<file path="src/rtl/fnls_pkg.sv">
`timescale 1ns / 1ps
// ----------------------------------------------------------------------------
// fnls_pkg: shared types and constants of the loop-control stack
// Widths, request and status codes, item structs and the cell control word.
// ----------------------------------------------------------------------------
package fnls_pkg;

  localparam int LOOP_DEPTH = 16;
  localparam int VAR_BITS   = 8;
  localparam int ADDR_BITS  = 16;
  localparam int VALUE_BITS = 32;
  localparam int POS_BITS   = (LOOP_DEPTH > 1) ? $clog2(LOOP_DEPTH) : 1;
  localparam int CNT_BITS   = $clog2(LOOP_DEPTH + 1);
  localparam int OUT_CNT_BITS = 5;

  typedef enum logic [1:0] {
    REQ_FOR      = 2'd0,
    REQ_NEXT_TOP = 2'd1,
    REQ_NEXT_VAR = 2'd2,
    REQ_NONE     = 2'd3
  } req_type_t;

  typedef enum logic [1:0] {
    ST_OK       = 2'd0,
    ST_TOO_MANY = 2'd1,
    ST_NO_FOR   = 2'd2,
    ST_UNUSED   = 2'd3
  } status_t;

  typedef enum logic [1:0] {
    S_IDLE,
    S_FIND,
    S_EXEC
  } fsm_t;

  typedef struct packed {
    logic [1:0]                   req_type;
    logic [VAR_BITS-1:0]          var_id;
    logic signed [VALUE_BITS-1:0] start_value;
    logic signed [VALUE_BITS-1:0] end_value;
    logic signed [VALUE_BITS-1:0] step_value;
    logic [ADDR_BITS-1:0]         body_address;
    logic signed [VALUE_BITS-1:0] current_value;
  } in_item_t;

  typedef struct packed {
    logic [1:0]                   status;
    logic                         take_jump;
    logic [ADDR_BITS-1:0]         jump_address;
    logic                         write_var;
    logic [VAR_BITS-1:0]          var_id_out;
    logic signed [VALUE_BITS-1:0] new_value;
    logic [OUT_CNT_BITS-1:0]      active_loops;
  } out_item_t;

  typedef struct packed {
    logic [VAR_BITS-1:0]          var_id;
    logic signed [VALUE_BITS-1:0] end_value;
    logic signed [VALUE_BITS-1:0] step_value;
    logic [ADDR_BITS-1:0]         addr;
  } entry_t;

  // broadcast to every cell of the chain
  typedef struct packed {
    logic [VAR_BITS-1:0] key;
    logic                shift_en;
    logic [CNT_BITS-1:0] shift_lo;
    logic [CNT_BITS-1:0] shift_hi;
    logic                wr_en;
    logic [POS_BITS-1:0] wr_idx;
    entry_t              wr_entry;
  } cell_ctrl_t;

endpackage

</file>
<file path="src/rtl/fnls_cell.sv">
`timescale 1ns / 1ps
// ----------------------------------------------------------------------------
// fnls_cell: one slot of the loop stack
// Holds one entry, compares it against the search key, and either keeps it,
// takes the entry of the slot above, or loads a new entry.
// ----------------------------------------------------------------------------
module fnls_cell (
  input  logic                clk,
  input  logic [fnls_pkg::POS_BITS-1:0] idx,
  input  fnls_pkg::cell_ctrl_t ctrl,
  input  fnls_pkg::entry_t     upper,
  output fnls_pkg::entry_t     entry,
  output logic                 match
);
  import fnls_pkg::*;

  logic [CNT_BITS-1:0] pos;
  logic                do_shift;
  logic                do_write;

  assign pos      = CNT_BITS'(idx);
  assign do_shift = ctrl.shift_en && (pos >= ctrl.shift_lo) && (pos < ctrl.shift_hi);
  assign do_write = ctrl.wr_en && (idx == ctrl.wr_idx);
  assign match    = (entry.var_id == ctrl.key);

  always_ff @(posedge clk) begin
    if (do_write) begin
      entry <= ctrl.wr_entry;
    end else if (do_shift) begin
      entry <= upper;
    end
  end

endmodule

</file>
<file path="src/rtl/for_next_loop_stack.sv">
`timescale 1ns / 1ps
// ----------------------------------------------------------------------------
// for_next_loop_stack: FOR/NEXT loop-control stack
// Chain of entry cells with a small sequencer doing search, loop test and
// stack update.
// ----------------------------------------------------------------------------
// An item is taken when start is high and busy is low. Its result appears on
// result with done high for one cycle, once the item has passed S_FIND and
// S_EXEC, and must be captured while done is high since there is no
// back-pressure. busy stays high through S_FIND and S_EXEC, so a new item can
// be taken in the cycle where done is shown, not before. S_FIND runs the
// top-down priority search over the cells, S_EXEC the signed compare and
// saturating add of the loop test and the shift/write of the cells.
module for_next_loop_stack (
  input  logic                clk,
  input  logic                rst,
  input  logic                start,
  output logic                busy,
  input  fnls_pkg::in_item_t  req,
  output logic                done,
  output fnls_pkg::out_item_t result
);
  import fnls_pkg::*;

  localparam logic signed [VALUE_BITS:0] SUM_MAX = {2'b00, {(VALUE_BITS-1){1'b1}}};
  localparam logic signed [VALUE_BITS:0] SUM_MIN = {2'b11, {(VALUE_BITS-1){1'b0}}};

  fsm_t                state, state_next;
  in_item_t            req_q;
  logic [CNT_BITS-1:0] count, count_next;
  logic                found_q;
  logic [POS_BITS-1:0] pos_q;
  entry_t              sel_q;

  entry_t              cell_entry [LOOP_DEPTH];
  logic [LOOP_DEPTH-1:0] cell_match;
  cell_ctrl_t          ctrl;

  logic                found;
  logic [POS_BITS-1:0] pos;

  out_item_t           res_next;
  logic                step_pos, step_neg, go;
  logic signed [VALUE_BITS:0] sum;
  logic signed [VALUE_BITS-1:0] sat_sum;

  // ---------------- cell chain ----------------
  for (genvar g = 0; g < LOOP_DEPTH; g++) begin : g_cell
    entry_t upper;
    if (g == LOOP_DEPTH - 1) begin : g_top
      assign upper = cell_entry[g];
    end else begin : g_mid
      assign upper = cell_entry[g + 1];
    end
    fnls_cell u_cell (
      .clk   (clk),
      .idx   (POS_BITS'(g)),
      .ctrl  (ctrl),
      .upper (upper),
      .entry (cell_entry[g]),
      .match (cell_match[g])
    );
  end

  // ---------------- search: top open slot for NEXT_TOP, else highest open slot that matches ----------------
  always_comb begin
    found = 1'b0;
    pos   = '0;
    if (req_q.req_type == REQ_NEXT_TOP) begin
      found = (count != '0);
      pos   = POS_BITS'(count - CNT_BITS'(1));
    end else begin
      for (int i = 0; i < LOOP_DEPTH; i++) begin
        if (cell_match[i] && (CNT_BITS'(i) < count)) begin
          found = 1'b1;
          pos   = POS_BITS'(i);
        end
      end
    end
  end

  // ---------------- loop test and saturating step ----------------
  always_comb begin
    step_pos = !sel_q.step_value[VALUE_BITS-1] && (sel_q.step_value != '0);
    step_neg = sel_q.step_value[VALUE_BITS-1];
    if (step_pos) begin
      go = $signed(req_q.current_value) < $signed(sel_q.end_value);
    end else if (step_neg) begin
      go = $signed(req_q.current_value) > $signed(sel_q.end_value);
    end else begin
      go = req_q.current_value != sel_q.end_value;
    end
    sum = $signed({req_q.current_value[VALUE_BITS-1], req_q.current_value})
        + $signed({sel_q.step_value[VALUE_BITS-1], sel_q.step_value});
    if (sum > SUM_MAX) begin
      sat_sum = SUM_MAX[VALUE_BITS-1:0];
    end else if (sum < SUM_MIN) begin
      sat_sum = SUM_MIN[VALUE_BITS-1:0];
    end else begin
      sat_sum = sum[VALUE_BITS-1:0];
    end
  end

  // ---------------- sequencer ----------------
  always_comb begin
    state_next = state;
    count_next = count;
    res_next   = '0;
    ctrl       = '0;
    ctrl.key   = req_q.var_id;
    case (state)
      S_IDLE: begin
        if (start) begin
          state_next = S_FIND;
        end
      end
      S_FIND: begin
        state_next = S_EXEC;
      end
      S_EXEC: begin
        state_next = S_IDLE;
        case (req_q.req_type)
          REQ_FOR: begin
            if (!found_q && (count == CNT_BITS'(LOOP_DEPTH))) begin
              res_next.status = ST_TOO_MANY;
            end else begin
              // found entry rotates to the top, otherwise push a new one
              ctrl.shift_en = found_q;
              ctrl.shift_lo = CNT_BITS'(pos_q);
              ctrl.shift_hi = count - CNT_BITS'(1);
              ctrl.wr_en    = 1'b1;
              ctrl.wr_idx   = found_q ? POS_BITS'(count - CNT_BITS'(1))
                                      : POS_BITS'(count);
              ctrl.wr_entry.var_id     = req_q.var_id;
              ctrl.wr_entry.end_value  = req_q.end_value;
              ctrl.wr_entry.step_value = req_q.step_value;
              ctrl.wr_entry.addr       = req_q.body_address;
              if (!found_q) begin
                count_next = count + CNT_BITS'(1);
              end
              res_next.write_var  = 1'b1;
              res_next.var_id_out = req_q.var_id;
              res_next.new_value  = req_q.start_value;
            end
          end
          REQ_NEXT_TOP, REQ_NEXT_VAR: begin
            if (!found_q) begin
              res_next.status = ST_NO_FOR;
            end else if (go) begin
              res_next.take_jump    = 1'b1;
              res_next.jump_address = sel_q.addr;
              res_next.write_var    = 1'b1;
              res_next.var_id_out   = sel_q.var_id;
              res_next.new_value    = sat_sum;
            end else begin
              // drop the entry, slots above move down
              ctrl.shift_en = 1'b1;
              ctrl.shift_lo = CNT_BITS'(pos_q);
              ctrl.shift_hi = count - CNT_BITS'(1);
              count_next    = count - CNT_BITS'(1);
            end
          end
          default: begin
          end
        endcase
        res_next.active_loops = OUT_CNT_BITS'(count_next);
      end
      default: begin
        state_next = S_IDLE;
      end
    endcase
  end

  assign busy = (state != S_IDLE);

  always_ff @(posedge clk) begin
    if (rst) begin
      state <= S_IDLE;
      count <= '0;
      done  <= 1'b0;
    end else begin
      state <= state_next;
      count <= count_next;
      done  <= (state == S_EXEC);
    end
  end

  always_ff @(posedge clk) begin
    if (state == S_IDLE && start) begin
      req_q <= req;
    end
    if (state == S_FIND) begin
      found_q <= found;
      pos_q   <= pos;
      sel_q   <= cell_entry[pos];
    end
    if (state == S_EXEC) begin
      result <= res_next;
    end
  end

endmodule

</file>
<file path="config.mk">
export PLATFORM = sky130hd
export DESIGN_NAME = for_next_loop_stack
export DESIGN_NICKNAME = d
export VERILOG_FILES = /design/src/rtl/fnls_pkg.sv /design/src/rtl/fnls_cell.sv /design/src/rtl/for_next_loop_stack.sv
export SDC_FILE = /design/constraint.sdc
export NUM_CORES = 2
export LEC_CHECK = 0
export ABC_CLOCK_PERIOD_IN_PS = 18400
export BUFFER_PORTS_ARGS = -buffer_cell sky130_fd_sc_hd__buf_2
export CORE_UTILIZATION = 24
export DETAILED_ROUTE_END_ITERATION = 10
export PLACE_DENSITY = 0.46
export SLEW_MARGIN = 5
export SYNTH_ARGS = -nofsm -noshare
export SYNTH_HDL_FRONTEND = slang
export SYNTH_HIERARCHICAL = 1
export SYNTH_SLANG_ARGS = --single-unit
</file>
<file path="constraint.sdc">
create_clock -name clk -period 18.4 [get_ports clk]
set_clock_uncertainty 0.1 [all_clocks]
set_input_delay 0.92 -clock clk [delete_from_list [all_inputs] [get_ports clk]]
set_output_delay 0.92 -clock clk [all_outputs]
set_load 0.02 [all_outputs]
</file>
# ---- After elaboration in Yosys (flattened, before gate mapping)
# Cells that the tools add are included.
# Widths: inputs -> output; s select.
dict set report totals {
  register_bits 1728
  latch_bits 0
  ramBits 0
  mem_bits_ro 0
  in_bits 157
  out_inout_bits 67
  wordCells 362
  memories 0
}
dict set report op_classes {
  addsub 3
  mul 0
  div 0
  magnitude_cmp 51
  eq_ne 38
  n_shift 0
  mux 91
  bitwise_logic 1
  n_reduce_logical 91
}
# op count
set op_table {}
lappend op_table {{$mux 88} 32}
lappend op_table {{$bmux 88 s4} 1}
lappend op_table {{$mux 104} 2}
lappend op_table {{$eq 8x8->1} 16}
lappend op_table {{$mux 93} 1}
lappend op_table {{$mux 41} 2}
lappend op_table {{$pmux 41 s2} 1}
lappend op_table {{$lt 4x5->1 const A} 15}
lappend op_table {{$logic_and 1x1->1} 65}
lappend op_table {{$mux 32} 2}
lappend op_table {{$mux 4} 16}
lappend op_table {{$mux 58} 1}
lappend op_table {{$lt 3x5->1 const A} 8}
lappend op_table {{$ge 4x5->1 const A} 7}
lappend op_table {{$add 32x32->33} 1}
lappend op_table {{$gt 33x32->1 const B} 1}
lappend op_table {{$lt 33x32->1 const B} 1}
lappend op_table {{$eq 4x4->1 const A} 8}
lappend op_table {{$gt 32x32->1} 1}
lappend op_table {{$lt 32x32->1} 1}
lappend op_table {{$ne 32x32->1} 1}
lappend op_table {{$reduce_bool 2->1} 16}
lappend op_table {{$reduce_bool 32->1} 1}
lappend op_table {{$mux 11} 2}
lappend op_table {{29 further kinds} 73}

# ---- Depth between registers and ports, before layout
dict set report depth {
  word_depth 22
  mapped_depth 18
  ltp_nobuf 18
}

# ---- Modules after synthesis
# The synthesis kept the hierarchy.
# mod n_inst cells_per_inst area_each_um2 seq_area_each_um2
set modules_own_cells {}
lappend modules_own_cells {fnls_cell 16 229 4013.8 2642.5}
lappend modules_own_cells {for_next_loop_stack 1 3202 25664.6 9529.1}

# ---- Worst setup path after synthesis
# No wires, ideal clock.
dict set report synth_path {
  path_kind {input to register}
  startpoint {input port start}
  endpoint {register req_q, in the netlist ctrl[104] (enable)}
  setup_time_ns 0.670
  t_arrival_ns 7.313
  required_time_ns 17.630
  setup_slack_ns 10.316
  cell_stages 2
  path_buffers 0
  cell_sequence {inv_1 > nor2_1}
}
dict set report synth_between {
  elab_chain_cells 1
}
# element line_no
set synth_rtl {}
lappend synth_rtl {{start, declared} for_next_loop_stack.sv:17} ;# input logic start,
lappend synth_rtl {{$logic_and 1x1->1} for_next_loop_stack.sv:189} ;# if (state == S_IDLE && start) begin
lappend synth_rtl {{end signal, assigned} for_next_loop_stack.sv:190} ;# req_q <= req;
lappend synth_rtl {{end, declared} for_next_loop_stack.sv:29} ;# in_item_t req_q;
# No other way between the ends.
# A chain may end at the register's enable or synchronous reset.

==> impl_metrics.csv <==
group,metric,value,unit
status,outcome,"complete, but fails checks",
status,violations,"DRC",
floorplanning,dieWidth,614,um
worst_setup_path,worst_r2r_startpoint,"count[0]",
power,clkPwrFrac,45.2,%
power,combPwrFrac,7.7,%
cells_and_area,regArea,51800,um2
cts,clkLatencyLatePin,0.93,ns
power,intPower,6.97,mW
cells_and_area,multi_input_area,36400,um2
global_route,grt_max_degree,114,
cells_and_area,mostFrequentLayoutCells,"1720 x edfxtp_1, 1267 x mux2_2, 950 x nand2_1, 328 x nor2_1, 223 x buf_2",
worst_setup_path,path_class,"reg -> reg",
global_route,grt_pass1_vias,61805,
synthesis,ys_ff_latch,1728,
global_route,grt.total_usage,17.4,%
cts,root_buffer,"clkbuf_16",
worst_setup_path,crit_start,"count[0]",
cts,post_cts.repair.setup_buffers,0,
synthesis,synthArstFlopShare,0,%
sta,tns,0,ns
sta,hold_viol,0,
cells_and_area,syn2layout_area_growth,16.3,%
synthesis,ys_seq_area_share,57.6,%
route,routed_wl,338000,um
sta,maxSlewHeadroom,2.42,%
floorplanning,die_y,614,um
sta,fmax,0.126,GHz
synthesis,synthCells,6866,
synthesis,synth.avg_cell_area,13.1,um2
synthesis,yosysWarnings,6,
global_route,antenna_found_initial,31,
sta,rsz0062_at_grt,"false",
power,total_leakage_power,34.8,nW
route,dr_total_vias,60961,
worst_setup_path,crit_required,18.82,ns
power,power_per_cell_area,89.0,nW/um2
sta,drv_slew,0,
floorplanning,die-area,377000,um2
route,drc,56,
sta,layout_min_cycle_time,7.95,ns
synthesis,netlist_area,89900,um2
route,viasPerCell,4.90,
route,routedWlPerCell,27.2,um
global_route,grt_pass1_wl,474000,um
route,ant_nets,0,
synthesis,ys.flop_type,"edfxtp_1",
power,p_switching,2.34,mW
place,gp_congestion,0.848,
floorplanning,core-area,372000,um2
cells_and_area,layout_commonest_cell,"edfxtp_1",
job,drv_cap,0,
sta,whs,0.0649,ns
floorplanning,ioPinCount,224,
floorplanning,rows,224,
sta,tightestPinTransition,1.45,ns
cts,cts.sinks,1728,
worst_setup_path,endpoint,"g_cell[6].u_cell/entry[73]",
worst_setup_path,crit_path_start_kind,"flop",
worst_setup_path,endpoint_kind,"flop",
power,p_seq_share,47.1,%
synthesis,synth-edff-count,1720,
cts,cts_made_buffers,212,
worst_setup_path,rr_endpoint,"g_cell[6].u_cell/entry[73]",
cells_and_area,drive_above_1_share,26.8,%
route,dr.pass1.iters,9,
sta,setup_viol,0,
cts,tritoncts,"built",
cts,path_clk_slew,0.06,ns
route,drt-initial-drc-count,5486,
global_route,grt_overflow,0,
cells_and_area,fill_cells,37965,
sta,period_share,43.2,%
cells_and_area,fin_nets,7609,
worst_setup_path,reg2reg_slack,10.45,ns
cts,h-tree-depth,4,
place,port_buffers,223,
worst_setup_path,cp.arrival,8.37,ns
floorplanning,start_util,24.1,%
synthesis,synth_cell_types,87,
place,post-dp-hpwl,200000,um
power,switching_share,25.1,%
cts,clk_path_buf_depth,4,
worst_setup_path,path_max_fanout,51,
hold_path,hold_class,"in -> reg",
worst_setup_path,r2r_cells,14,
power,ir_worst_vdd,0.0771,mV
through the flow:
step / worst slack [ns] / cells / utilization [%] / power (mW) / cell area (um2)
6_report: 10.45 / 12437 / 28.1 / 9.30 / 105000
5_1_grt: 10.07 / 12422 / 28.0 / 9.59 / 104000
4_1_cts: 10.39 / 12403 / 28.0 / 9.43 / 104000
3_5_place_dp: 10.42 / 11991 / 26.1 / 5.18 / 97300
3_3_place_gp: 10.61 / 11991 / 26.1 / 5.18 / 97300
2_1_floorplan: 10.32 / 7072 / - / 4.85 / 90700
how the worst min path moves through the flow:
| stage | end | cells after the start | start | slack (ns) |
|---|---|---|---|---|
| 4_1_cts | req_q[109] | 1 | req[109] | 0.001 |
| 5_1_grt | req_q[90] | 1 | req[90] | 0.02 |
| 3_3_place_gp | result[7] | 2 | req_q[114] | 0.41 |
| 2_1_floorplan | result[26] | 2 | req_q[133] | 0.38 |
| 6_report | req_q[5] | 1 | req[5] | 0.06 |
| 3_5_place_dp | result[26] | 2 | req_q[133] | 0.40 |
state kept, by name (all words and copies together), names as in the netlist:
signal	cells
result	65
state	2
found_q	1
sel_q	88
g_cell.u_cell/entry	1408
count	5
ctrl	8
pos_q	4
req_q	146
done	1
power groups by stage:
| stage | clock network (mW) | logic [mW] | registers, mW |
|---|---|---|---|
| 6_report | 4.20 | 0.718 | 4.38 |
| 5_1_grt | 4.44 | 0.762 | 4.39 |
| 4_1_cts | 4.32 | 0.719 | 4.39 |
| 3_5_place_dp | 0 | 0.710 | 4.47 |
| 3_3_place_gp | 0 | 0.708 | 4.47 |
| 2_1_floorplan | 0 | 0.394 | 4.45 |
per-layer routing:
metal	wire (um)	track usage [%]	vias up
met5	78	0	-
met2	163000	30.0	2083
met3	19300	2.56	511
li1	-	-	26658
met4	14700	6.32	12
met1	141000	22.2	31697
critical path, stage by stage, from the launching register on:
cell and delay [ns]:
dfxtp_1 0.73, inv_1 0.31, ha_1 0.31, and3_1 0.21
nand2b_1 0.15, nor2b_4 0.63, buf_4 0.77, and2_1 0.85
xnor2_1 0.19, nand2_1 0.11, nor4_4 0.59, buf_4 0.54
a31o_4 0.42, buf_4 0.58, buf_4 0.89
synthesized netlist by cell type, drive strengths merged (88+ instances only):
master      n  share of area, %
a21oi     179               1.0
nand2     952               4.0
o2111ai   174               1.7
xnor2     168               1.6
buf       309               1.9
and2      126              0.88
mux2i      92               1.0
nor2      333               1.4
ha        184               2.6
clkbuf    102              0.43
inv       169              0.71
a32o       88              0.98
a31oi     179               1.2
edfxtp   1720                57
mux2     1412                18
nand3     200               1.1
repair_timing:
item,CTS,global route
endpoints found under the hold margin,34,0
hold buffers,34,0
resized for setup,0,0
logic make-up (layout without fill, tap and decap cells):
kind of cell | count (synthesis) | count (layout) | synth area share [%]
AOI/OAI and AO/OA | 863 | 863 | 7.01
xor gates and xnor gates | 223 | 223 | 2.17
adders and majority gates | 185 | 185 | 2.58
buffers and inverters | 581 | 940 | 3.02
DFF | 1728 | 1728 | 57.6
muxes | 1504 | 1504 | 18.7
other | 2 | 242 | 0.00836
and+or+nand+nor | 1780 | 1780 | 8.85
area by class of cell:
type | count | share of cell area [%]
Clock buffer | 262 | 5.33
Sequential cell | 1728 | 49.6
Timing Repair Buffer | 392 | 2.51
Clock inverter | 116 | 1.12
Inverter | 170 | 0.627
Tap cell | 4972 | 5.95
Multi-Input combinational cell | 4763 | 34.8
Antenna cell | 34 | 0.0814
Note: power is estimated with default switching activity, not from simulation.
